File: config.mk
export PLATFORM = sky130hd
export DESIGN_NAME = rmq_sqrt
export DESIGN_NICKNAME = d
export VERILOG_FILES = /design/src/hw/rtl/rmq_pkg.sv /design/src/hw/rtl/rmq_sqrt.sv
export VERILOG_INCLUDE_DIRS = /design/src /design/src/hw/rtl
export SDC_FILE = /design/constraint.sdc
export NUM_CORES = 1
export LEC_CHECK = 0
export ABC_AREA = 1
export BUFFER_PORTS_ARGS = -buffer_cell sky130_fd_sc_hd__buf_2
export CAP_MARGIN = 20
export CELL_PAD_IN_SITES_DETAIL_PLACEMENT = 1
export CELL_PAD_IN_SITES_GLOBAL_PLACEMENT = 1
export CORE_MARGIN = 4
export CORE_UTILIZATION = 34
export CTS_CLUSTER_SIZE = 24
export DETAILED_ROUTE_END_ITERATION = 10
export HOLD_SLACK_MARGIN = 0.08
export PLACE_DENSITY_LB_ADDON = 0.1
export SLEW_MARGIN = 20
export SYNTH_ARGS = -nofsm -noshare
export SYNTH_HDL_FRONTEND = slang
export SYNTH_SLANG_ARGS = --single-unit
File: constraint.sdc
create_clock -name clk_i -period 5.19 [get_ports clk_i]
set_clock_uncertainty 0.05 [all_clocks]
set_input_delay 0.2595 -clock clk_i [delete_from_list [all_inputs] [get_ports clk_i]]
set_output_delay 0.2595 -clock clk_i [all_outputs]
set_load 0.02 [all_outputs]
File: src/hw/rtl/rotation_matrix_to_quaternion_macros.svh
// assertion macros for the rotation matrix to quaternion block
`ifndef ROTATION_MATRIX_TO_QUATERNION_MACROS_SVH
`define ROTATION_MATRIX_TO_QUATERNION_MACROS_SVH

// same-cycle implication, sampled on clk_i, off during reset
`define RMQ_ASSERT_IMP(lbl, a, b) \
  lbl: assert property (@(posedge clk_i) disable iff (!rst_ni) (a) |-> (b)) \
    else $error("rmq assertion failed");

// next-cycle implication, sampled on clk_i, off during reset
`define RMQ_ASSERT_NEXT(lbl, a, b) \
  lbl: assert property (@(posedge clk_i) disable iff (!rst_ni) (a) |=> (b)) \
    else $error("rmq assertion failed");

`endif

File: src/hw/rtl/rmq_pkg.sv
// shared constants and types of the rotation matrix to quaternion block
package rmq_pkg;

  localparam int FRAC_BITS = 14;
  localparam int ELEM_W    = 16;
  localparam int ONE       = 1 << FRAC_BITS;
  localparam int ELEM_MAG  = 1 << (ELEM_W - 1);
  localparam int ARG_W     = $clog2(3 * ELEM_MAG + ONE + 1);
  localparam int RAD_W     = ARG_W + FRAC_BITS;
  localparam int ROOT_W    = (RAD_W + 1) / 2;
  localparam int NUMD_W    = ELEM_W + 1;
  localparam int D_W       = ROOT_W + 1;
  localparam int QW        = FRAC_BITS + 2;
  localparam int NUM_W     = NUMD_W + FRAC_BITS + 1;
  localparam int REM_W     = (NUM_W > D_W + QW) ? NUM_W : D_W + QW;

  typedef enum logic [1:0] {
    SLOT_W,
    SLOT_X,
    SLOT_Y,
    SLOT_Z
  } slot_e;

  typedef logic signed [ELEM_W-1:0] elem_t;
  typedef logic signed [NUMD_W-1:0] numd_t;

  typedef struct packed {
    logic [ARG_W-1:0] arg;
    numd_t [2:0]      num;
    slot_e            slot;
  } front_t;

  typedef struct packed {
    logic [ROOT_W-1:0] root;
    numd_t [2:0]       num;
    slot_e             slot;
  } root_t;

  typedef struct packed {
    elem_t qw;
    elem_t qx;
    elem_t qy;
    elem_t qz;
  } quat_t;

endpackage

File: src/hw/rtl/rmq_sqrt.sv
// pipelined integer square root, two radicand bits per stage
`include "rotation_matrix_to_quaternion_macros.svh"

module rmq_sqrt (
  input  logic            clk_i,
  input  logic            rst_ni,
  input  logic            vld_i,
  output logic            rdy_o,
  input  rmq_pkg::front_t data_i,
  output logic            vld_o,
  input  logic            rdy_i,
  output rmq_pkg::root_t  data_o
);

  localparam int S     = rmq_pkg::ROOT_W;
  localparam int RW    = rmq_pkg::ROOT_W;
  localparam int PAD_W = 2 * RW;
  localparam int FB    = rmq_pkg::FRAC_BITS;

  logic [S-1:0]    vld_q;
  logic [S-1:0]    pv;
  logic [S:0]      rdy;
  logic [RW+1:0]   rem_q  [S];
  logic [RW-1:0]   root_q [S];
  rmq_pkg::front_t side_q [S];

  assign rdy[S] = rdy_i;
  assign pv     = {vld_q[S-2:0], vld_i};
  assign rdy_o  = rdy[0];

  for (genvar s = 0; s < S; s++) begin : g_stage
    logic [RW+1:0]   rem_p, shifted, trial;
    logic [RW-1:0]   root_p;
    rmq_pkg::front_t side_p;
    logic [PAD_W-1:0] rad;
    logic [1:0]      two;
    logic            ge;

    if (s == 0) begin : g_first
      assign rem_p  = '0;
      assign root_p = '0;
      assign side_p = data_i;
    end else begin : g_next
      assign rem_p  = rem_q[s-1];
      assign root_p = root_q[s-1];
      assign side_p = side_q[s-1];
    end

    assign rdy[s]  = !vld_q[s] || rdy[s+1];
    assign rad     = PAD_W'({side_p.arg, {FB{1'b0}}});
    assign two     = rad[PAD_W-1-2*s -: 2];
    assign shifted = {rem_p[RW-1:0], two};
    assign trial   = {root_p, 2'b01};
    assign ge      = shifted >= trial;

    always_ff @(posedge clk_i or negedge rst_ni) begin
      if (!rst_ni) begin
        vld_q[s] <= 1'b0;
      end else if (rdy[s]) begin
        vld_q[s] <= pv[s];
      end
    end

    always_ff @(posedge clk_i) begin
      if (rdy[s] && pv[s]) begin
        rem_q[s]  <= ge ? shifted - trial : shifted;
        root_q[s] <= {root_p[RW-2:0], ge};
        side_q[s] <= side_p;
      end
    end
  end

  assign vld_o       = vld_q[S-1];
  assign data_o.root = root_q[S-1];
  assign data_o.num  = side_q[S-1].num;
  assign data_o.slot = side_q[S-1].slot;

  // consistency of the final root and remainder
  logic [PAD_W+1:0] sq_chk, rad_last;
  logic [RW+1:0]    root2;

  assign sq_chk   = (PAD_W+2)'(root_q[S-1]) * (PAD_W+2)'(root_q[S-1])
                  + (PAD_W+2)'(rem_q[S-1]);
  assign rad_last = (PAD_W+2)'({side_q[S-1].arg, {FB{1'b0}}});
  assign root2    = (RW+2)'({root_q[S-1], 1'b0});

  `RMQ_ASSERT_IMP(a_sqrt_exact, vld_q[S-1], sq_chk == rad_last)
  `RMQ_ASSERT_IMP(a_sqrt_floor, vld_q[S-1], rem_q[S-1] <= root2)

endmodule

==> metrics.cfg, run 1 <==
[run_status]
status = complete, no violations

[synth]
ys_ff_latch = 1284
synth_flop_cell = edfxtp_1
syn-mean-instance-area_um2 = 15.8
ys_seq_area_share_pct = 79.8
synth_fp_nets = 3266
ys_warn_count = 0
async_flop_share_pct = 1.25
synth_edf_count = 1268
synth_cells = 3049
synth_area_mm2 = 0.0482
synth_cell_types = 62

[die]
die_x_um = 385
num_io_pins = 145
die_area_mm2 = 0.148
initial_utilization_pct = 34.4
die_y_um = 385
design.core.area_mm2 = 0.140
rows = 137

[power]
switching_share_pct = 25.9
pwr-share-clk_pct = 33.9
p_sw_w = 0.00720
max-vdd-ir-drop_uv = 266
sequentialPowerShare_pct = 52.7
combPwrFrac_pct = 13.3
internal-power_w = 0.0206
leakage_nw = 21.3
cellPowerDensity_mw_per_mm2 = 491

[worst_setup_path]
cp_data_arrival_time_ns = 3.45
cpPeakStageDelay_ns = 0.61
critPathRequiredTime_ns = 5.57
setup.worst_path.end_class = flip-flop
worstSetupStartpointType = flip-flop
criticalPathCategory = flip-flop to flip-flop
cp_cell_sequence = nand4_2, nor2_2, nand4_2, nor2_4, nand2_2, nor2_2, inv_1, nand2_1, clkinv_2, buf_4
crit_path_max_fanout = 40
critPathSlowestCell = clkinv_2

[grt]
grt_usage_pct = 12.8
gr-usage-met1_pct = 16.3
grt_use_met2_pct = 21.8
antenna_found_initial = 5
grt_use_met3_pct = 2.56
grt.overflow.total = 0
grt_pass1_vias = 26400
grt_pass1_wl_um = 148000
grt_max_degree = 85
top_usage_layer = met2

[clock_network]
cts_resized = 0
clk_latency_ns = 0.75
cts_tree = built
numCtsBuffers = 143
clockBufferDepth = 3
htreeDepth = 4
path_clk_slew_ns = 0.06
cts-root-buf = clkbuf_16
cts.sinks = 1284

[route]
drtPass1Iterations = 4
drt-initial-drc-count = 1216
via_per_inst = 4.43
wl_per_cell_um = 17.0
drt_wl_total_um = 91900
via_count = 23900
drc_errors = 0
ant_nets = 0

[finish]
fillCellCount = 14100
stdcell_area_mm2 = 0.0566
syn2layout_area_growth_pct = 17.3
seq_area_mm2 = 0.0385
layout-drive-gt1-share_pct = 13.0
finalNetCount = 3632
final_util_pct = 40.4
multi_input_area_mm2 = 0.00837

[placement]
place_congestion = 0.832
io_buffers = 144
dpl_cell_area_mm2 = 0.0514
dp_hpwl_um = 64800

[timing]
max_freq_mhz = 326
layout_min_cycle_time_ns = 3.06
holdWs_ns = 0.177
final_hold_viol_count = 0
fin_crit_sh_pct = 59.0
finalSetupTns_ns = 0
slew_headroom_pct = 30.2
setup_violations = 0
worst_slew_pin_slew_ns = 1.05
slew_viol_final = 0
rsz0062_at_grt = false

[flow_run]
cap_violations = 0

[worst_hold_path]
min_path_type = input pin to flip-flop

==> cells in the mapped netlist, types with 4 or more instances <==
| cell | instances | share of area [%] |
|---|---|---|
| edfxtp_1 | 1268 | 79 |
| nand2_1 | 413 | 3.2 |
| inv_1 | 341 | 2.7 |
| nor2_1 | 154 | 1.2 |
| a21oi_1 | 137 | 1.4 |
| ha_1 | 137 | 3.6 |
| o21ai_0 | 112 | 1.2 |
| nand3_1 | 86 | 0.89 |
| xor2_1 | 62 | 1.1 |
| xnor2_1 | 54 | 0.98 |
| nor3_1 | 37 | 0.38 |
| o21ai_1 | 31 | 0.32 |
| or2_2 | 23 | 0.30 |
| nand4_1 | 22 | 0.29 |
| dfrtp_1 | 16 | 0.83 |
| nand2_2 | 10 | 0.13 |
| nor4_1 | 10 | 0.13 |
| o21ai_2 | 10 | 0.18 |
| a21oi_2 | 8 | 0.15 |
| buf_2 | 8 | 0.083 |
| nor2_2 | 8 | 0.10 |
| a21o_1 | 7 | 0.11 |
| a31oi_1 | 7 | 0.091 |
| fa_1 | 6 | 0.25 |
| nand3b_1 | 6 | 0.093 |
| buf_4 | 5 | 0.078 |
| o2111ai_1 | 5 | 0.091 |
| o211ai_1 | 5 | 0.078 |
| o31ai_1 | 5 | 0.078 |
| o21a_1 | 4 | 0.062 |
==> power groups by stage <==
stage	clock (W)	sequential (W)	combinational [W]
floorplan	0	0.0149	0.00229
global placement	0	0.0148	0.00367
detailed placement	0	0.0149	0.00375
CTS	0.00983	0.0147	0.00381
global route	0.0103	0.0148	0.00424
finish	0.00943	0.0146	0.00371
==> final cells by class <==
cell class	count	area share, %
well taps	1876	4.15
multi-input cells	1399	14.8
diodes	1	0.00442
clock buffers	174	6.56
inverters	347	2.34
clock inverters	78	1.19
flip-flops and latches	1284	68.0
repair buffers	240	3.00
==> registers in the layout (all words and copies together), names as in the netlist <==
name / count
vld_o: 1
rem_q: 218
pv: 15
side_q: 924
root_q: 126
==> what timing repair did <==
action / in CTS / in global routing
setup buffers: 0 / 0
hold buffers: 74 / 0
endpoints found under the hold margin: 109 / 0
==> layout by cell type, fill, tap and decap left out, types with 74 or more instances in the layout <==
master	n
a21oi_1	136
buf_2	144
clkbuf_16	144
dlygate4sd3_1	74
edfxtp_1	1268
ha_1	137
inv_1	333
nand2_1	413
nand3_1	86
nor2_1	147
o21ai_0	112
==> per-layer routing <==
| layer | part of all wire (%) | vias up |
|---|---|---|
| met5 | 0 | - |
| met2 | 50 | 335 |
| li1 | - | 11700 |
| met1 | 44 | 11700 |
| met4 | 3.2 | 0 |
| met3 | 3.5 | 174 |
==> stage by stage <==
| stage | total power, W | cells | setup slack, ns |
|---|---|---|---|
| CTS | 0.0283 | 5397 | 2.05 |
| detailed placement | 0.0187 | 5071 | 2.07 |
| global route | 0.0294 | 5398 | 1.81 |
| finish | 0.0278 | 5399 | 2.13 |
| floorplan | 0.0172 | 3049 | 0.0849 |
| global placement | 0.0185 | 5071 | 2.13 |
==> critical path, delay by kind of cell (launching register included) <==
family        cells  cell delay [ns]
simple gates      7             1.06
flops             1             0.38
buf+inv           3             1.19
==> logic make-up (layout without fill, tap and decap cells) <==
| group | count (synthesis) | count (layout) | share of synthesized area [%] |
|---|---|---|---|
| DFF | 1284 | 1284 | 79.8 |
| and+or+nand+nor | 788 | 788 | 7.15 |
| buffers and inverters | 366 | 839 | 3.01 |
| AOI/OAI and AO/OA | 351 | 351 | 4.16 |
| adders and majority gates | 143 | 143 | 3.80 |
| xor gates and xnor gates | 116 | 116 | 2.11 |
| other | 1 | 2 | 0.00777 |
==> final timing paths <==
path	startpoint	endpoint	slack, ns	depth (start not counted)
worst max-delay path	vld_o	rem_q[0][111]	2.13	10
worst min-delay path	data_i[67]	side_q[0][67]	0.18	2
worst max register to register	vld_o	rem_q[0][111]	2.13	10
worst min register to register	side_q[0][147]	side_q[0][217]	0.34	0
max in group asynchronous	rst_ni	pv[2]	4.05	3
min in group asynchronous	rst_ni	pv[3]	0.58	3
Power figures use the tool's default switching activity.
==> inputs of run 2 (changes only) <==
clock period = 2.53 ns   (was 5.19 ns; I/O delays follow)
==> run 2 against run 1 <==
Against the previous run: cell count up 3.7%; setup slack worse by 2.1 ns; wire length up 3.2%; die area stayed put; non-clock buffer count is 186 higher; combinational power up 140%; clock power increased by 110%; via count grew 3.3%; hold slack worse by 0.0023 ns; first-iteration DRC count decreased by 7.2%; utilization grew 1.7 points; highest routed layer unchanged.
==> metrics.cfg, run 2 (synthesis results as in run 1) <==
[run_status]
status = complete, no violations

[placement]
io_buffers = 144  ; unchanged
place_congestion = 0.823  ; -1.1%
dp_hpwl_um = 67300  ; +3.8%
dpl_cell_area_mm2 = 0.0524  ; +2.0%

[clock_network]
cts_tree = built
cts.sinks = 1284  ; unchanged
htreeDepth = 4  ; unchanged
path_clk_slew_ns = 0.05  ; about the same
numCtsBuffers = 141  ; -1.4%
clockBufferDepth = 3  ; unchanged
cts-root-buf = clkbuf_16
clk_latency_ns = 0.76  ; about the same

[timing]
max_freq_mhz = 407
worst_slew_pin_slew_ns = 0.802  ; -0.246 ns
rsz0062_at_grt = true
slew_viol_final = 0  ; unchanged
finalSetupTns_ns = 0  ; unchanged
setup_violations = 0  ; unchanged
layout_min_cycle_time_ns = 2.46
fin_crit_sh_pct = 97.1
slew_headroom_pct = 46.4  ; +16 points
final_hold_viol_count = 0  ; unchanged

[worst_setup_path]
crit_path_max_fanout = 3  ; -93%
setup.worst_path.end_class = output pin
r2r_cells = 13  ; +3
criticalPathCategory = flip-flop to output pin
cp_data_arrival_time_ns = 2.28  ; -1.17 ns
critPathRequiredTime_ns = 2.35  ; -3.22 ns
worstSetupStartpointType = flip-flop

[finish]
final_util_pct = 42.1  ; +1.7 points
top_register = side_q
reg_top3 = side_q: 924 flops, rem_q: 218 flops, root_q: 126 flops
final_common_cell = edfxtp_1
largest_reg_flops = 924  ; unchanged
antenna_cells = 0  ; -1
finalNetCount = 3820  ; +5.2%
syn2layout_area_growth_pct = 22.3
fillCellCount = 14100  ; +0.33%
stdcell_area_mm2 = 0.0590  ; +4.2%
mostFrequentLayoutCells = edfxtp_1 (1268), nand2_1 (397), inv_1 (330)
layout-drive-gt1-share_pct = 17.4  ; +4.4 points

[grt]
grt_usage_pct = 13.1  ; +0.31 points
grt_pass1_vias = 27100  ; +2.4%
grt.overflow.total = 0  ; unchanged
grt_max_degree = 85  ; unchanged
antenna_found_initial = 3  ; -2
grt_pass1_wl_um = 152000  ; +2.5%

[route]
via_per_inst = 4.41  ; -0.38%
drt-initial-drc-count = 1129  ; -7.2%
drtPass1Iterations = 5  ; +1
wl_per_cell_um = 17.0  ; -0.45%
drc_errors = 0  ; unchanged
via_count = 24700  ; +3.3%
drt_wl_total_um = 94900  ; +3.2%
ant_nets = 0  ; unchanged

[flow_run]
cap_violations = 0  ; unchanged

[power]
leakage_nw = 22.3  ; +4.8%
finalPower_w = 0.0585  ; +110%
pwr-share-clk_pct = 33.8  ; about the same
cellPowerDensity_mw_per_mm2 = 992  ; +100%
internal-power_w = 0.0432  ; +110%
p_sw_w = 0.0154  ; +110%
combPwrFrac_pct = 14.9  ; +1.6 points
switching_share_pct = 26.2  ; +0.33 points
max-vdd-ir-drop_uv = 599  ; +130%
sequentialPowerShare_pct = 51.3  ; -1.4 points

[die]
die_x_um = 385  ; unchanged
num_io_pins = 145  ; unchanged
design.core.area_mm2 = 0.140  ; unchanged
die_area_mm2 = 0.148  ; unchanged
initial_utilization_pct = 34.4  ; unchanged
rows = 137  ; unchanged
die_y_um = 385  ; unchanged

[worst_hold_path]
min_path_type = input pin to flip-flop
worstHoldPathCells = 5  ; +3

==> run 2: cell count changes in the layout (fill, tap and decap cells not counted), sizes merged, moves of 2 or more <==
cell	before	now
buf	166	283
dlygate4sd3	74	142
clkinvlp	2	13
clkbuf	174	182
clkinv	67	61
bufinv	8	10
==> run 2: path summary, 6_finish.rpt <==
path,from,slack [ns],to
setup / recovery,pv[14],0.07,rdy_o
hold / removal,rdy_i,0.18,vld_o
setup reg to reg,rem_q[1][72],0.08,rem_q[1][103]
hold reg to reg,side_q[1][167],0.35,side_q[1][237]
max in group asynchronous,rst_ni,1.35,vld_o
min in group asynchronous,rst_ni,0.52,pv[5]
==> run 2: power by group through the flow <==
stage | Combinational (W) | Sequential (W) | Clock (W)
finish | 0.00872 | 0.0300 | 0.0198
global route | 0.00984 | 0.0304 | 0.0216
CTS | 0.00869 | 0.0301 | 0.0206
detailed placement | 0.00846 | 0.0306 | 0
global placement | 0.00821 | 0.0304 | 0
floorplan | 0.00476 | 0.0305 | 0
==> run 2: repair_timing <==
| item | in CTS | in global routing |
|---|---|---|
| resized for setup | 9 | 78 |
| cloned | 0 | 5 |
| hold endpoints to repair | 177 | 0 |
| buffers inserted | 6 | 21 |
| hold buffers | 142 | 0 |
| pin swaps | 4 | 27 |
| endpoints found under the setup margin | 17 | 267 |
==> run 2: metal layers <==
metal,wire (um),global-route usage [%]
met5,0,0
met4,2290,4.12
met3,3400,2.82
met2,47200,22.3
met1,42000,16.9
==> run 2: layout make-up <==
class / instances / area, um^2 / share of cell area (%)
clock inverter: 80 / 822 / 1.39
timing repair inverter: 4 / 42.5 / 0.0721
multi-input combinational: 1399 / 8690 / 14.7
clock buffer: 181 / 3710 / 6.29
inverter: 347 / 1360 / 2.31
sequential: 1284 / 38500 / 65.2
tap: 1876 / 2350 / 3.98
timing repair buffer: 426 / 3540 / 5.99
==> run 2: critical path, stage by stage (launching register included) <==
cell and delay [ns]:
dfrtp_1 0.38, nand4_4 0.13, nor2_4 0.13, nand4_4 0.11, nor2_4 0.11, nand2_2 0.08
nor2_4 0.12, nand3_4 0.09, nor2_4 0.12, nand4_4 0.10, buf_6 0.16
==> run 2: through the flow <==
step	std cells	hold WS, ns	setup slack, ns
after floorplan	3049	-0.219	-0.747
after global placement	5164	0.0125	-0.0654
after detailed placement	5164	0.0254	-0.102
after CTS	5572	0.112	-0.0358
after global routing	5597	0.145	-0.138
final	5597	0.175	0.0737
