### config.mk
export PLATFORM = sky130hd
export DESIGN_NAME = rmq_front_flat
export DESIGN_NICKNAME = d
export VERILOG_FILES = /design/src/hw/rtl/rmq_pkg.sv /design/src/hw/rtl/rmq_if.sv /design/src/hw/rtl/rmq_front.sv /design/src/flat_wrapper.sv
export VERILOG_INCLUDE_DIRS = /design/src /design/src/hw/rtl
export SDC_FILE = /design/constraint.sdc
export NUM_CORES = 1
export LEC_CHECK = 0
export BUFFER_PORTS_ARGS = -buffer_cell sky130_fd_sc_hd__buf_4
export CORE_MARGIN = 2
export CORE_UTILIZATION = 50
export CTS_CLUSTER_SIZE = 28
export DETAILED_ROUTE_END_ITERATION = 8
export PLACE_DENSITY_LB_ADDON = 0.15
export REMOVE_ABC_BUFFERS = 1
export SYNTH_ARGS = -nofsm -noshare
export SYNTH_HDL_FRONTEND = slang
export SYNTH_SLANG_ARGS = --single-unit
### constraint.sdc
create_clock -name clk_i -period 3.1 [get_ports clk_i]
set_clock_uncertainty 0.15 [all_clocks]
set_input_delay 0.31 -clock clk_i [delete_from_list [all_inputs] [get_ports clk_i]]
set_output_delay 0.31 -clock clk_i [all_outputs]
set_load 0.02 [all_outputs]
### src/hw/rtl/rotation_matrix_to_quaternion_macros.svh
// assertion macros for the rotation matrix to quaternion block
`ifndef ROTATION_MATRIX_TO_QUATERNION_MACROS_SVH
`define ROTATION_MATRIX_TO_QUATERNION_MACROS_SVH

// same-cycle implication, sampled on clk_i, off during reset
`define RMQ_ASSERT_IMP(lbl, a, b) \
  lbl: assert property (@(posedge clk_i) disable iff (!rst_ni) (a) |-> (b)) \
    else $error("rmq assertion failed");

// next-cycle implication, sampled on clk_i, off during reset
`define RMQ_ASSERT_NEXT(lbl, a, b) \
  lbl: assert property (@(posedge clk_i) disable iff (!rst_ni) (a) |=> (b)) \
    else $error("rmq assertion failed");

`endif

### src/hw/rtl/rmq_pkg.sv
// shared constants and types of the rotation matrix to quaternion block
package rmq_pkg;

  localparam int FRAC_BITS = 14;
  localparam int ELEM_W    = 16;
  localparam int ONE       = 1 << FRAC_BITS;
  localparam int ELEM_MAG  = 1 << (ELEM_W - 1);
  localparam int ARG_W     = $clog2(3 * ELEM_MAG + ONE + 1);
  localparam int RAD_W     = ARG_W + FRAC_BITS;
  localparam int ROOT_W    = (RAD_W + 1) / 2;
  localparam int NUMD_W    = ELEM_W + 1;
  localparam int D_W       = ROOT_W + 1;
  localparam int QW        = FRAC_BITS + 2;
  localparam int NUM_W     = NUMD_W + FRAC_BITS + 1;
  localparam int REM_W     = (NUM_W > D_W + QW) ? NUM_W : D_W + QW;

  typedef enum logic [1:0] {
    SLOT_W,
    SLOT_X,
    SLOT_Y,
    SLOT_Z
  } slot_e;

  typedef logic signed [ELEM_W-1:0] elem_t;
  typedef logic signed [NUMD_W-1:0] numd_t;

  typedef struct packed {
    logic [ARG_W-1:0] arg;
    numd_t [2:0]      num;
    slot_e            slot;
  } front_t;

  typedef struct packed {
    logic [ROOT_W-1:0] root;
    numd_t [2:0]       num;
    slot_e             slot;
  } root_t;

  typedef struct packed {
    elem_t qw;
    elem_t qx;
    elem_t qy;
    elem_t qz;
  } quat_t;

endpackage

### src/hw/rtl/rmq_if.sv
// request and result channels of the rotation matrix to quaternion block
interface rmq_mat_if;
  logic          valid;
  logic          ready;
  rmq_pkg::elem_t m00;
  rmq_pkg::elem_t m01;
  rmq_pkg::elem_t m02;
  rmq_pkg::elem_t m10;
  rmq_pkg::elem_t m11;
  rmq_pkg::elem_t m12;
  rmq_pkg::elem_t m20;
  rmq_pkg::elem_t m21;
  rmq_pkg::elem_t m22;

  modport source (output valid, m00, m01, m02, m10, m11, m12, m20, m21, m22, input ready);
  modport sink (input valid, m00, m01, m02, m10, m11, m12, m20, m21, m22, output ready);
endinterface


### src/hw/rtl/rmq_front.sv
// front stage: trace, branch choice, root argument and numerators
`include "rotation_matrix_to_quaternion_macros.svh"

module rmq_front (
  input  logic            clk_i,
  input  logic            rst_ni,
  rmq_mat_if.sink         mat_i,
  output logic            vld_o,
  input  logic            rdy_i,
  output rmq_pkg::front_t data_o
);

  localparam int AW = rmq_pkg::ARG_W + 3;
  localparam int NW = rmq_pkg::NUMD_W;
  localparam logic signed [AW-1:0] ONE_S = AW'(rmq_pkg::ONE);

  logic             vld_q;
  rmq_pkg::front_t  data_q, data_d;
  logic signed [AW-1:0] tr, dii, arg_s;
  logic             pos, sel1, sel2;
  rmq_pkg::elem_t   mii;
  rmq_pkg::numd_t   n0, n1, n2;
  logic             rdy;

  assign rdy         = !vld_q || rdy_i;
  assign mat_i.ready = rdy;

  always_comb begin
    tr    = AW'(mat_i.m00) + AW'(mat_i.m11) + AW'(mat_i.m22);
    pos   = tr > AW'(0);
    sel1  = mat_i.m11 > mat_i.m00;
    mii   = sel1 ? mat_i.m11 : mat_i.m00;
    sel2  = mat_i.m22 > mii;
    dii   = sel2 ? AW'(mat_i.m22) : AW'(mii);
    arg_s = pos ? tr + ONE_S : (dii <<< 1) - tr + ONE_S;
    data_d.arg = (arg_s < AW'(1)) ? rmq_pkg::ARG_W'(1) : rmq_pkg::ARG_W'(arg_s);
    if (pos) begin
      data_d.slot = rmq_pkg::SLOT_W;
    end else if (sel2) begin
      data_d.slot = rmq_pkg::SLOT_Z;
    end else if (sel1) begin
      data_d.slot = rmq_pkg::SLOT_Y;
    end else begin
      data_d.slot = rmq_pkg::SLOT_X;
    end
    case (data_d.slot)
      rmq_pkg::SLOT_X: begin
        n0 = NW'(mat_i.m21) - NW'(mat_i.m12);
        n1 = NW'(mat_i.m10) + NW'(mat_i.m01);
        n2 = NW'(mat_i.m20) + NW'(mat_i.m02);
      end
      rmq_pkg::SLOT_Y: begin
        n0 = NW'(mat_i.m02) - NW'(mat_i.m20);
        n1 = NW'(mat_i.m21) + NW'(mat_i.m12);
        n2 = NW'(mat_i.m01) + NW'(mat_i.m10);
      end
      rmq_pkg::SLOT_Z: begin
        n0 = NW'(mat_i.m10) - NW'(mat_i.m01);
        n1 = NW'(mat_i.m02) + NW'(mat_i.m20);
        n2 = NW'(mat_i.m12) + NW'(mat_i.m21);
      end
      default: begin
        n0 = NW'(mat_i.m21) - NW'(mat_i.m12);
        n1 = NW'(mat_i.m02) - NW'(mat_i.m20);
        n2 = NW'(mat_i.m10) - NW'(mat_i.m01);
      end
    endcase
    data_d.num[0] = n0;
    data_d.num[1] = n1;
    data_d.num[2] = n2;
  end

  always_ff @(posedge clk_i or negedge rst_ni) begin
    if (!rst_ni) begin
      vld_q <= 1'b0;
    end else if (rdy) begin
      vld_q <= mat_i.valid;
    end
  end

  always_ff @(posedge clk_i) begin
    if (rdy && mat_i.valid) begin
      data_q <= data_d;
    end
  end

  assign vld_o  = vld_q;
  assign data_o = data_q;

  `RMQ_ASSERT_NEXT(a_front_hold, vld_q && !rdy_i, vld_q && $stable(data_q))

endmodule

### src/flat_wrapper.sv
// flat-port wrapper written by rule: the top's interface ports become plain ports
module rmq_front_flat 
  (clk_i, rst_ni, vld_o, rdy_i, data_o, mat_i_valid, mat_i_m00, mat_i_m01, mat_i_m02, mat_i_m10, mat_i_m11, mat_i_m12, mat_i_m20, mat_i_m21, mat_i_m22, mat_i_ready);
  rmq_mat_if mat_i_i ();
  input  logic clk_i;
  input  logic rst_ni;
  output logic vld_o;
  input  logic rdy_i;
  output rmq_pkg::front_t data_o;
  input wire logic [$bits(mat_i_i.valid)-1:0] mat_i_valid;
  input wire logic [$bits(mat_i_i.m00)-1:0] mat_i_m00;
  input wire logic [$bits(mat_i_i.m01)-1:0] mat_i_m01;
  input wire logic [$bits(mat_i_i.m02)-1:0] mat_i_m02;
  input wire logic [$bits(mat_i_i.m10)-1:0] mat_i_m10;
  input wire logic [$bits(mat_i_i.m11)-1:0] mat_i_m11;
  input wire logic [$bits(mat_i_i.m12)-1:0] mat_i_m12;
  input wire logic [$bits(mat_i_i.m20)-1:0] mat_i_m20;
  input wire logic [$bits(mat_i_i.m21)-1:0] mat_i_m21;
  input wire logic [$bits(mat_i_i.m22)-1:0] mat_i_m22;
  output wire logic [$bits(mat_i_i.ready)-1:0] mat_i_ready;
  assign mat_i_i.valid = mat_i_valid;
  assign mat_i_i.m00 = mat_i_m00;
  assign mat_i_i.m01 = mat_i_m01;
  assign mat_i_i.m02 = mat_i_m02;
  assign mat_i_i.m10 = mat_i_m10;
  assign mat_i_i.m11 = mat_i_m11;
  assign mat_i_i.m12 = mat_i_m12;
  assign mat_i_i.m20 = mat_i_m20;
  assign mat_i_i.m21 = mat_i_m21;
  assign mat_i_i.m22 = mat_i_m22;
  assign mat_i_ready = mat_i_i.ready;
  rmq_front u_core (.clk_i(clk_i), .rst_ni(rst_ni), .mat_i(mat_i_i), .vld_o(vld_o), .rdy_i(rdy_i), .data_o(data_o));
endmodule
==> impl_metrics.env, run 1 <==
export IMPL_clk_pin_slew_worst_paths_ps=60
export IMPL_drtPass1Iterations=6
export IMPL_final_util_pct=80.4
export IMPL_worst_slew_pin_slew_ps=756
export IMPL_grt_pass1_wl_um=71000
export IMPL_critPathSlowestCell="a211oi_4"
export IMPL_setup_viol=70
export IMPL_finalCritPeriodShare_pct=218
export IMPL_worst_hold_slack_ps=12.5
export IMPL_start_util_pct=51.0
export IMPL_finalWorstSetupSlack_ps=-3670
export IMPL_wl_met2_um=22100
export IMPL_antenna_found_initial=0
export IMPL_worstSetupPathType="input port to register"
export IMPL_synth_edf_count=70
export IMPL_numClockSinks=71
export IMPL_dp_hpwl_um=33700
export IMPL_yosysUniqueCellTypes=82
export IMPL_crit_fanout=5
export IMPL_fin_crit_ps=6770
export IMPL_ant_nets=0
export IMPL_top_layer="met4"
export IMPL_m1WireLength_um=19200
export IMPL_synthArstFlopShare_pct=1.41
export IMPL_totalWireLength_um=47600
export IMPL_antennaDiodeCount=0
export IMPL_fmax_mhz=148
export IMPL_crit_required_ps=3050
export IMPL_grt_max_degree=52
export IMPL_die_area_um2=25200
export IMPL_avgSynthCellArea_um2=8.03
export IMPL_maxSlewViolCount=0
export IMPL_h_tree_depth=3
export IMPL_cts_buffers=9
export IMPL_area_growth_syn_to_layout_pct=57.7
export IMPL_drc=0
export IMPL_cts_path_max_buffers=2
export IMPL_cp_start_kind="input port"
export IMPL_power_density_nw_per_um2=746
export IMPL_grt_use_total_pct=34.8
export IMPL_insertion_delay_ps=340
export IMPL_maxCapViolations=0
export IMPL_pin_count=220
export IMPL_cp_end_kind="register"
export IMPL_yosys_warnings=0
export IMPL_cts_tree="built"
export IMPL_io_buffers=219
export IMPL_core_um2=23500
export IMPL_ys_seq_elements=71
export IMPL_synth_flop_cell="edfxtp_1"
export IMPL_gp_congestion=0.969
export IMPL_synth_area_um2=12000
export IMPL_final_hold_viol_count=0
export IMPL_synthCells=1494
export IMPL_p_leak_nw=8.74
export IMPL_final_common_cell="buf_4"
export IMPL_wl_per_cell_um=20.0
export IMPL_total_power_mw=14.1
export IMPL_vias_per_cell=5.97
export IMPL_status="complete, but fails checks"
export IMPL_violations="negative setup slack"
export IMPL_final_cell_mix="buf_4 (540), ha_1 (157), inv_1 (134), nor2_1 (120), a21oi_1 (101)"
export IMPL_max_slew_margin_pct=49.3
export IMPL_drt_iter0_drc=1454
export IMPL_fp_row_count=56
export IMPL_die_h_um=159
export IMPL_wl_met3_um=4370
export IMPL_die_x_um=159
export IMPL_grt_overflow_total=0
export IMPL_critPathArrivalTime_ps=6720
export IMPL_slowest_delay_ps=390
export IMPL_drive_gt1_share_pct=40.7
export IMPL_grt_pass1_vias=13724
export IMPL_ir_drop_uv=581
export IMPL_cts_root_buf="clkbuf_16"
export IMPL_hp_class="input port to register"
export IMPL_fin_nets=2407
export IMPL_vias=14187
export IMPL_rsz0062_at_grt="true"
export IMPL_ys_seq_area_share_pct=17.7
[worst max-delay path: cells and delay by family]
| kind | cells | cell delay [ps] |
|---|---|---|
| adders and majority gates | 4 | 970 |
| muxes | 2 | 520 |
| buffers and inverters | 6 | 720 |
| AOI/OAI and AO/OA | 17 | 3590 |
| and+or+nand+nor | 5 | 600 |
[final cells by class]
class / instances / area [µm²]
tap: 319 / 399
clock inverter: 6 / 85.1
timing repair buffer: 617 / 5280
inverter: 139 / 527
clock buffer: 10 / 229
sequential: 71 / 2130
multi-input combinational: 1216 / 10300
fill: 1585 / 4620
[cells in the mapped netlist, drive strengths merged, types with 4 or more instances]
cell type / n / area [µm²]
nand4: 15 / 93.8
nor2b: 23 / 144
xnor2: 60 / 526
a311oi: 11 / 96.3
a31o: 4 / 35.0
nand2b: 26 / 163
mux2i: 39 / 390
o211ai: 18 / 135
o22ai: 14 / 87.6
a21oi: 134 / 674
a2111oi: 4 / 35.0
o21ai: 74 / 374
a22oi: 8 / 60.1
a31oi: 24 / 150
clkbuf: 46 / 173
o21a: 15 / 113
and2: 10 / 62.6
o31ai: 9 / 72.6
and3: 8 / 50.1
o211a: 4 / 40.0
fa: 24 / 480
nor2: 138 / 521
o21bai: 6 / 45.0
or2: 9 / 56.3
nand2: 83 / 312
a21o: 21 / 158
a211oi: 32 / 245
nor3: 47 / 235
o2111ai: 6 / 52.6
ha: 181 / 2260
o31a: 8 / 70.1
inv: 139 / 522
edfxtp: 70 / 2100
xor2: 29 / 254
a221o: 4 / 40.0
a211o: 12 / 105
a311o: 4 / 50.1
a221oi: 12 / 124
nor4: 7 / 58.8
or3: 12 / 75.1
buf: 22 / 130
nand3: 34 / 170
nand3b: 4 / 30.0
[per-stage QoR]
stage / setup TNS, ps / area (µm²) / setup slack, ps / cells
after floorplan: -282380 / 11700 / -6070 / 1426
after global placement: -152780 / 16400 / -3830 / 2297
after detailed placement: -159080 / 16400 / -4100 / 2297
after CTS: -118110 / 18300 / -3420 / 2366
after global routing: -138670 / 18900 / -3930 / 2378
final: -126980 / 18900 / -3670 / 2378
[final timing paths]
kind,from,end,slack [ps],cells past startpoint
max reg2reg,u_core.vld_o,u_core.data_o[51],1250,3
min,mat_i_valid,u_core.vld_o,10,2
min in group asynchronous,rst_ni,u_core.vld_o,140,2
min reg2reg,u_core.vld_o,u_core.vld_o,400,2
max in group asynchronous,rst_ni,u_core.vld_o,2580,2
max,mat_i_m00[9],u_core.data_o[53],-3670,34
[state kept, by name (all words and copies together) (netlist names)]
name           count
u_core.vld_o       1
u_core.data_o     70
[cell families after synthesis]
logic type	after synthesis	synth area share, %
multiplexers	42	3.54
adder cells (fa/ha/maj)	205	22.9
AND/OR/NAND/NOR	428	17.3
XOR/XNOR	89	6.50
AO/OA/AOI/OAI	452	25.2
flip-flops	71	17.7
buffers and inverters	207	6.87
[repair_timing]
action	in CTS	in global routing
endpoints found under the hold margin	1	0
hold buffers	1	0
buffers inserted	42	15
setup endpoints to repair	70	70
gates cloned	12	2
pin swaps	82	82
gates resized for setup	216	105
[power by group]
group | total (mW) | switching [mW] | internal [mW]
clock network | 1.17 | 0.464 | 0.704
logic | 11.5 | 5.71 | 5.74
registers | 1.49 | 0.0738 | 1.42
[metal layers]
layer	global-route usage, %	up-vias
met5	0	-
met4	13.0	0
li1	-	6592
met3	6.32	148
met2	56.8	769
met1	46.0	6678
No activity file was read; power rests on OpenSTA's default activity.
==> inputs of run 2 (changes only) <==
--- a/config.mk
+++ b/config.mk
@@ -7,8 +7,10 @@
 export NUM_CORES = 1
 export LEC_CHECK = 0
 export BUFFER_PORTS_ARGS = -buffer_cell sky130_fd_sc_hd__buf_4
+export CELL_PAD_IN_SITES_DETAIL_PLACEMENT = 0
+export CELL_PAD_IN_SITES_GLOBAL_PLACEMENT = 2
 export CORE_MARGIN = 2
-export CORE_UTILIZATION = 50
+export CORE_UTILIZATION = 34
 export CTS_CLUSTER_SIZE = 28
 export DETAILED_ROUTE_END_ITERATION = 8
 export PLACE_DENSITY_LB_ADDON = 0.15
==> run 2 against run 1 <==
The flow still finishes with violations (negative setup slack). Global-route usage fell by 10 points. Sequential power hardly changed. Combinational power down 11%. Sequential share of layout area is essentially flat. Critical path type unchanged. Largest power group unchanged.
==> impl_metrics.env, run 2 (same netlist as run 1, synthesis figures left out) <==
export IMPL_numClockSinks=71
export IMPL_cts_buffers=9
export IMPL_slowest_delay_ps=470
export IMPL_total_power_mw=13.0
export IMPL_finalCritPeriodShare_pct=211
export IMPL_fin_crit_ps=6530
export IMPL_vias=13248
export IMPL_gr_max_usage_layer="met2"
export IMPL_clk_pin_slew_worst_paths_ps=60
export IMPL_area_growth_syn_to_layout_pct=57.0
export IMPL_start_util_pct=34.6
export IMPL_gp_congestion=0.919
export IMPL_insertion_delay_ps=360
export IMPL_final_cell_mix="buf_4 (586), ha_1 (167), inv_1 (134), nor2_1 (116), a21oi_1 (112)"
export IMPL_cp_end_kind="register"
export IMPL_power_density_nw_per_um2=688
export IMPL_drt_iter0_drc=811
export IMPL_crit_required_ps=3150
export IMPL_final_util_pct=54.4
export IMPL_dp_hpwl_um=37900
export IMPL_max_slew_margin_pct=59.2
export IMPL_drive_gt1_share_pct=40.0
export IMPL_grt_overflow_total=0
export IMPL_internal_power_mw=7.33
export IMPL_cts_root_buf="clkbuf_16"
export IMPL_antennaDiodeCount=0
export IMPL_drc=0
export IMPL_grtUsageMet2_pct=37.9
export IMPL_gr_usage_met1_pct=35.0
export IMPL_fillers=3314
export IMPL_violations="negative setup slack"
export IMPL_ir_drop_uv=498
export IMPL_grt_use_met3_pct=3.47
export IMPL_totalWireLength_um=46900
export IMPL_p_sw_share_pct=43.4
export IMPL_cp_start_kind="input port"
export IMPL_antenna_found_initial=0
export IMPL_cts_path_max_buffers=2
export IMPL_core_um2=34600
export IMPL_p_seq_share_pct=11.5
export IMPL_hp_class="input port to asynchronous set/reset pin"
export IMPL_largest_reg_flops=70
export IMPL_io_buffers=219
export IMPL_grt_pass1_vias=12572
export IMPL_grt_pass1_wl_um=68800
export IMPL_p_leak_nw=8.79
export IMPL_ant_nets=0
export IMPL_r2r_slack_ps=1310
export IMPL_cts_tree="built"
export IMPL_placed_area_um2=16800
export IMPL_maxSlewViolCount=0
export IMPL_fmax_mhz=153
export IMPL_grt_use_total_pct=24.5
export IMPL_power_switching_mw=5.63
export IMPL_post_place_ws_ps=-4050
export IMPL_cp_top_family="compound AO/OA/AOI/OAI gates"
export IMPL_vias_per_cell=5.21
export IMPL_drtPass1Iterations=5
export IMPL_fin_nets=2437
export IMPL_wl_per_cell_um=18.4
export IMPL_rsz0062_at_grt="true"
export IMPL_pin_count=220
export IMPL_worst_slew_pin_slew_ps=612
export IMPL_h_tree_depth=3
export IMPL_die_area_um2=36800
export IMPL_maxCapViolations=0
export IMPL_power_frac_comb_pct=79.0
export IMPL_die_h_um=192
export IMPL_critPathSlowestCell="a311o_4"
export IMPL_die_x_um=192
export IMPL_status="complete, but fails checks"
export IMPL_critPathArrivalTime_ps=6580
export IMPL_final_hold_viol_count=0
export IMPL_setup_viol=70
export IMPL_final_common_cell="buf_4"
export IMPL_fin_area_um2=18800
export IMPL_crit_fanout=24
export IMPL_grt_max_degree=38
export IMPL_p_clk_share_pct=9.4
export IMPL_fp_row_count=68
export IMPL_worstSetupPathType="input port to register"
export IMPL_finalWorstSetupSlack_ps=-3430
export IMPL_critPathBufInv=6
export IMPL_critPathMostFrequentCell="ha_1"
## run 2: changes by cell type in the layout (fill, tap and decap cells not counted), moves of 5 or more
cell / previous run / this run
o21ai_0: 56 / 61
buf_16: 8 / 3
a21oi_4: 8 / 3
buf_6: 42 / 34
buf_4: 540 / 586
nor2_2: 10 / 15
a31oi_2: 5 / 0
ha_4: 18 / 12
a21oi_2: 25 / 19
a21oi_1: 101 / 112
ha_1: 157 / 167
## run 2: final timing paths
| path | startpoint | end | cells after the start |
|---|---|---|---|
| max reg2reg | u_core.vld_o | u_core.data_o[16] | 3 |
| max in group asynchronous | rst_ni | u_core.vld_o | 2 |
| min | rst_ni | u_core.vld_o | 2 |
| max | mat_i_m00[13] | u_core.data_o[68] | 33 |
| min in group clk_i | rdy_i | u_core.vld_o | 3 |
| min reg2reg | u_core.vld_o | u_core.vld_o | 2 |
## run 2: layer usage
| layer | up-vias | share of wire (%) |
|---|---|---|
| li1 | 6638 | - |
| met1 | 6177 | 48 |
| met2 | 381 | 44 |
| met3 | 52 | 5.6 |
| met4 | 0 | 2.5 |
| met5 | - | 0 |
## run 2: area by class of cell
class / instances / area [µm²] / area share, %
clock buffers: 9 / 225 / 1.20
clock inverters: 7 / 111 / 0.591
inverters: 139 / 527 / 2.80
multi-input cells: 1216 / 9950 / 52.8
flip-flops and latches: 71 / 2130 / 11.3
well taps: 455 / 569 / 3.02
repair buffers: 647 / 5330 / 28.3
## run 2: power groups by stage
stage | registers (mW) | logic (mW) | clock network (mW)
2_1_floorplan | 1.77 | 4.29 | 0
3_3_place_gp | 1.52 | 8.66 | 0
3_5_place_dp | 1.52 | 8.67 | 0
4_1_cts | 1.50 | 9.30 | 1.25
5_1_grt | 1.51 | 11.1 | 1.29
6_report | 1.49 | 10.2 | 1.22
## run 2: per-stage QoR
step | TNS, ps | hold slack, ps | std cells
finish | -118250 | 104 | 2544
global route | -132380 | 100 | 2544
CTS | -114340 | 92.5 | 2507
detailed placement | -160500 | -63.7 | 2472
global placement | -158030 | -64.7 | 2472
floorplan | -282380 | -136 | 1426
## run 2: timing repair
item,in CTS,in global routing
pin swaps,49,62
endpoints found under the setup margin,70,70
resized for setup,112,133
hold buffers,2,0
endpoints found under the hold margin,2,0
cloned,2,7
setup buffers,18,32
